$ cat src/hdl/assert_macros.svh
// Assertion macros shared by the RTL of the sorted table search block.
// No dependencies; each macro compiles away when SYNTHESIS is defined.
`ifndef ASSERT_MACROS_SVH
`define ASSERT_MACROS_SVH

`ifndef SYNTHESIS

// Checks that a condition implies another in the same cycle.
`define ASSERT_SAME(label, clk, rst_n, cond, prop) \
	label: assert property (@(posedge clk) disable iff (!rst_n) (cond) |-> (prop)) \
		else $error("same-cycle check failed");

// Checks that a condition implies another in the next cycle.
`define ASSERT_NEXT(label, clk, rst_n, cond, prop) \
	label: assert property (@(posedge clk) disable iff (!rst_n) (cond) |=> (prop)) \
		else $error("next-cycle check failed");

`else

`define ASSERT_SAME(label, clk, rst_n, cond, prop)
`define ASSERT_NEXT(label, clk, rst_n, cond, prop)

`endif

`endif

$ cat src/hdl/stbs_pkg.sv
// Shared types and constants for the sorted table binary search block.
// No dependencies; imported by the controller, datapath and top level.
package stbs_pkg;

	// Field widths fixed by the interface.
	localparam int DATA_W = 32;
	localparam int SLOT_W = 8;
	localparam int POS_W  = 8;
	localparam int CNT_W  = 9;

	// Default table depth.
	localparam int TABLE_DEPTH_DEF = 256;

	// Operation codes carried in func.
	localparam logic FUNC_LOAD   = 1'b0;
	localparam logic FUNC_SEARCH = 1'b1;

	// Commands from the controller to the datapath.
	typedef struct packed {
		logic wr;        // write value into the table at slot
		logic start;     // begin a search: set bounds, capture key, read first midpoint
		logic step;      // narrow bounds after a miss and read the next midpoint
		logic load_out;  // capture the result into the output register
	} stbs_cmd_t;

	// Status from the datapath to the controller.
	typedef struct packed {
		logic active;    // bounds have not crossed
		logic match;     // probed entry equals the key
	} stbs_sts_t;

endpackage

$ cat src/hdl/stbs_controller.sv
// Controller of the sorted table search: sequences loads, probes and result hand-off.
// Depends on stbs_pkg for the operation codes and the command and status structs.
module stbs_controller import stbs_pkg::*; (
	input  logic      clk,
	input  logic      arst_n,
	input  logic      in_valid,
	output logic      in_ready,
	input  logic      func,
	output logic      out_valid,
	input  logic      out_ready,
	input  stbs_sts_t sts,
	output stbs_cmd_t cmd
);

	localparam logic ST_IDLE  = 1'b0;
	localparam logic ST_PROBE = 1'b1;

	logic state_q, state_n;
	logic out_valid_q;
	logic accept;
	logic finish;
	logic out_free;

	assign in_ready = (state_q == ST_IDLE);
	assign accept   = in_valid && in_ready;
	assign out_free = !out_valid_q || out_ready;
	assign finish   = (state_q == ST_PROBE) && (!sts.active || sts.match);

	// Command decode.
	always_comb begin
		cmd.wr       = accept && (func == FUNC_LOAD);
		cmd.start    = accept && (func == FUNC_SEARCH);
		cmd.step     = (state_q == ST_PROBE) && sts.active && !sts.match;
		cmd.load_out = finish && out_free;
	end

	// Next state.
	always_comb begin
		state_n = state_q;
		case (state_q)
			ST_IDLE: begin
				if (cmd.start) begin
					state_n = ST_PROBE;
				end
			end
			ST_PROBE: begin
				if (cmd.load_out) begin
					state_n = ST_IDLE;
				end
			end
			default: begin
				state_n = ST_IDLE;
			end
		endcase
	end

	// State and output valid; a result transaction clears valid unless a new one is loaded.
	always_ff @(posedge clk or negedge arst_n) begin
		if (!arst_n) begin
			state_q     <= ST_IDLE;
			out_valid_q <= 1'b0;
		end else begin
			state_q <= state_n;
			if (cmd.load_out) begin
				out_valid_q <= 1'b1;
			end else if (out_ready) begin
				out_valid_q <= 1'b0;
			end
		end
	end

	assign out_valid = out_valid_q;

endmodule

$ cat config.mk
export PLATFORM = sky130hd
export DESIGN_NAME = stbs_controller
export DESIGN_NICKNAME = d
export VERILOG_FILES = /design/src/hdl/assert_macros.svh /design/src/hdl/stbs_pkg.sv /design/src/hdl/stbs_controller.sv
export SDC_FILE = /design/constraint.sdc
export NUM_CORES = 1
export LEC_CHECK = 0
export BUFFER_PORTS_ARGS = -buffer_cell sky130_fd_sc_hd__buf_2
export CORE_AREA = 2 2 39 41
export DETAILED_ROUTE_END_ITERATION = 16
export DIE_AREA = 0 0 41 43
export PLACE_DENSITY = 0.31
export SYNTH_ARGS = -nofsm -noshare
export SYNTH_HDL_FRONTEND = slang
export SYNTH_SLANG_ARGS = --single-unit
export TNS_END_PERCENT = 1
$ cat constraint.sdc
create_clock -name clk -period 0.8 [get_ports clk]
set_input_delay 0 -clock clk [delete_from_list [all_inputs] [get_ports clk]]
set_output_delay 0 -clock clk [all_outputs]
set_load 0.05 [all_outputs]
== Yosys cells after proc, flatten, opt, wreduce, memory -nomap -nowiden ==
Index checks and enable logic that the tools add are counted.
Storage, ports and cells
  register bits: 2
  input port bits: 7
  output and inout port bits: 6
  logic and storage cells: 22
Cells by class
  mux-type cells: 5
  bitwise gates (word level): 2
  reduce and logical (&&, ||, !) cells: 13
Operators with widths (count)
  logical AND 1 bit: 7
  2-to-1 mux 1 bit: 4
  logical NOT 1 bit: 3
  logical OR 1 bit: 2
  NOT 1 bit: 2
  case mux 1 bit (2 select lines): 1
  nonzero test 2 bit: 1

== Logic depth before layout (Yosys ltp) ==
  depth after elaboration: 6
  depth in mapped cells: 3

== Worst setup path after synthesis ==
OpenSTA, ideal clock, no wires.
  path type: reg-to-output
  from: register state_q
  to: output port cmd[1] in the netlist's numbering
  arrival: 1.606 ns
  data required time: 0.800 ns
  slack: -0.806 ns
  cell stages (with the launch flop): 3
  path buffers: 0
  cell sequence: dfrtp_1 -> inv_2 -> nor3_1
RTL lines
  from (decl): line stbs_controller.sv:18  | logic state_q, state_n;
  from (signal assigned): line stbs_controller.sv:63  | state_q <= state_n;
  to (decl): line stbs_controller.sv:12  | output stbs_cmd_t cmd

==> impl_summary.md <==
Flow run
The total of max-cap violations is 0.

Yosys
The share of the yosys chip area belonging to registers is 42.1%. The total standard cell area after synthesis is 119 um^2. The library cell with the largest summed area after synthesis is sky130_fd_sc_hd__dfrtp_1. In the post-synthesis netlist, the biggest area contributors are sky130_fd_sc_hd__dfrtp_1 42%, sky130_fd_sc_hd__and3_4 9.5%, sky130_fd_sc_hd__inv_1 6.3%, sky130_fd_sc_hd__nor3b_1 6.3%, sky130_fd_sc_hd__o21bai_1 6.3%. The predominant post-synthesis flop cell is sky130_fd_sc_hd__dfrtp_1. Synthesis produced a netlist whose cell count is 14. In this run, synthesis inferred 0 flip-flops with an integrated enable. The post-synthesis register bit count is 2. The number of nets in the synthesized netlist is 21. In this run, distinct cell masters in the synthesized netlist total 12. Yosys printed 0 warnings. By count the netlist is led by 2 x sky130_fd_sc_hd__dfrtp_1, 2 x sky130_fd_sc_hd__inv_1. The fraction of post-synthesis cell area in the top cell type by area is 42.1%. The per-instance average area after synthesis is 8.49 um^2.

In the synthesized netlist the async set-or-reset flop fraction comes to 100%.

Placed design
The number of I/O port buffers is 12. In this run the cell area measured after placement is 256 um^2. The congestion estimate from routability-driven global placement came to 0.640. The HPWL after detailed placement is 324 um.

Hold path
In this run the most critical hold path is launched from out_ready. The path type of the worst min-delay path is in2reg.

Routing
The post-detailed-route via-to-cell ratio is 3.34. The detailed-router iteration count before antenna repair is 1. The routed design has 464 um of wire. The number of remaining DRC errors is 0. The first routing iteration left 0 violations.

Across all layers, the routed design uses 177 vias. The post-route antenna net violation count is 0. The routed length per placed instance is 8.75 um.

STA
Setup violations remaining at the end of the flow were counted as 7. Once routing completed, OpenROAD measured the worst setup slack at -273 ps. Of the available clock period, the critical path in the final layout requires 134%.

The post-route minimum period is 1070 ps. The setup TNS is -1320 ps. The final count of pins violating max slew is 0. Setup repair after global routing could not meet its margin everywhere. The number of hold-slack violations in the final timing report is 0. The relative slew slack is 83.7%. For the final database, setup skew stands at 4.62 ps.

The actual transition at the worst max-transition pin is 247 ps. Derived from the worst setup path, the maximum achievable clock frequency is 932 MHz.

Global routing
The overall fraction of global-route tracks in use is 7.63%. The total overflow left after global routing is 0. The via count of the first global-routing pass is 208. Entering global routing, the biggest net connects 5 pins. The first global-routing pass estimated 800 um of wire.

The number of antenna violations at the first check in global routing is 0.

Status
The run finished, with violations left. The final reports fail on setup timing.

Final layout
The net count reported at finish is 45. Once layout is complete, the utilization of the core stands at 25.7%. After routing the design area is 355 um^2. The repair_antennas step left the layout with diodes totalling 0. The growth of design area from synthesis to finish is 199%. Of the cells placed in the final design, the portion with a size suffix greater than 1 is 81.1%.

Critical path
The largest fanout on the critical path is 4. The worst setup path startpoint is state_q. The sort of element at the end of the critical path is a primary output. Traced cell by cell, the critical path runs through inv_4 -> and3_4 -> buf_8.

The setup check on the worst reg-to-reg path leaves a slack of -200 ps. Among all stages on the critical path, the largest delay is contributed by sky130_fd_sc_hd__dfrtp_2. The startpoint class of the critical path is a flip-flop. The critical path is of the reg2out type. The data arrival time at the worst-slack endpoint is 1070 ps. The start of the worst register-to-register path is state_q. The data required time of the critical path is 800 ps. In this design, the stage delay of the slowest critical-path cell is 430 ps.

Die
In this run the vertical extent of the chip is 43 um. The die is 41 um wide. Once the floorplan was initialized, standard cells occupied 8.59% of the core.

The floorplan step defined a core boundary enclosing 1380 um^2. The floorplan has 14 rows. The number of top-level pins is 13. The die covers 1760 um^2.

Power
The power spent charging and discharging nets is 0.257 mW. Cell internal power was estimated by the tool at 0.434 mW. The relative contribution of the clock network to total power is 36.4%. Of the total power, the share spent switching nets is 37.2%. In this run the static leakage power is 0.173 nW. The combinational group share of total power is 43.9%. The share of total power dissipated in sequential elements is 19.7%. The cell area power density is 1940 nW/um^2. After layout, the design draws a total of 0.691 mW. The largest vdd supply drop is 0.000526 V.

Clock tree
The clock-pin slew reported for the worst setup and hold paths after clock tree synthesis is 30 ps. Buffers inserted during clock tree synthesis total 3. The CTS tree is yes. The root buffer cell is sky130_fd_sc_hd__clkbuf_4.

The clock passes through at most 2 buffers. The count of clock tree sinks is 2. The worst-skew pair later-pin latency is 230 ps.

The depth of the CTS H-tree is 1.
## flip-flops by register name, indices dropped and copies added, names as in the netlist
register   count
out_valid      1
state_q        1
## per-stage QoR
stage	setup slack (ps)	std cells	hold WS, ps
after detailed placement	-192	46	-214
after CTS	-287	53	84.5
after floorplan	-296	14	-296
after global routing	-303	53	99.8
after global placement	-201	46	-215
final	-273	53	83.4
## kinds of logic (layout without fill, tap and decap cells)
kind of cell | after synthesis | after routing | share of synthesized area (%)
buf+inv | 3 | 26 | 9.47
simple gates | 6 | 6 | 33.7
flops | 2 | 2 | 42.1
compound gates | 3 | 3 | 14.7
## power by group through the flow
stage	clock, mW	sequential, mW	combinational (mW)
after floorplan	0	0.161	0.135
after detailed placement	0	0.131	0.239
after global placement	0	0.131	0.239
final	0.251	0.136	0.303
after CTS	0.261	0.136	0.305
after global routing	0.257	0.140	0.321
## worst paths after layout
kind / cells past startpoint / to
max: 3 / cmd[2]
min: 3 / out_valid
max reg2reg: 4 / state_q
min reg2reg: 2 / out_valid
max in group asynchronous: 2 / state_q
min in group asynchronous: 2 / out_valid
## cell type report
type	instances	area (um^2)
sequential	2	52.6
timing repair buffer	19	150
tap	16	20.0
multi-input combinational	9	92.6
clock buffer	4	26.3
inverter	3	13.8
fill	154	1030
## cells in the final DEF (no fill, tap or decap)
| cell type | instances |
|---|---|
| sky130_fd_sc_hd__dfrtp_2 | 2 |
| sky130_fd_sc_hd__nor3_4 | 1 |
| sky130_fd_sc_hd__buf_6 | 4 |
| sky130_fd_sc_hd__a21oi_1 | 1 |
| sky130_fd_sc_hd__inv_1 | 2 |
| sky130_fd_sc_hd__nor2b_4 | 1 |
| sky130_fd_sc_hd__inv_4 | 1 |
| sky130_fd_sc_hd__nor3b_2 | 1 |
| sky130_fd_sc_hd__nand2b_1 | 1 |
| sky130_fd_sc_hd__and3_4 | 1 |
| sky130_fd_sc_hd__clkbuf_1 | 1 |
| sky130_fd_sc_hd__o21ai_2 | 1 |
| sky130_fd_sc_hd__dlygate4sd3_1 | 1 |
| sky130_fd_sc_hd__buf_4 | 6 |
| sky130_fd_sc_hd__o21bai_1 | 1 |
| sky130_fd_sc_hd__nor2_4 | 1 |
| sky130_fd_sc_hd__buf_2 | 7 |
| sky130_fd_sc_hd__clkbuf_4 | 3 |
| sky130_fd_sc_hd__buf_8 | 1 |
## per-layer routing
layer / track usage, % / vias up / share of wire (%)
met1: 5.14 / 84 / 27
li1: - / 93 / -
met5: 0 / - / 0
met2: 13.1 / 0 / 73
met4: 8.00 / 0 / 0
met3: 3.14 / 0 / 0
## timing repair
item                                   in CTS  in global routing
pin swaps                                   4                  1
endpoints found under the hold margin       2                  0
hold buffers                                1                  0
resized for setup                          16                  0
setup endpoints to repair                   8                  8
gates cloned                                0                  0
buffers inserted                            2                  0
## critical path: cells and delay by family (launching register included)
family,cells,cell delay (ps)
and+or+nand+nor,1,190
buffers and inverters,2,230
DFF,1,430
Note: power is estimated with default switching activity, not from simulation.
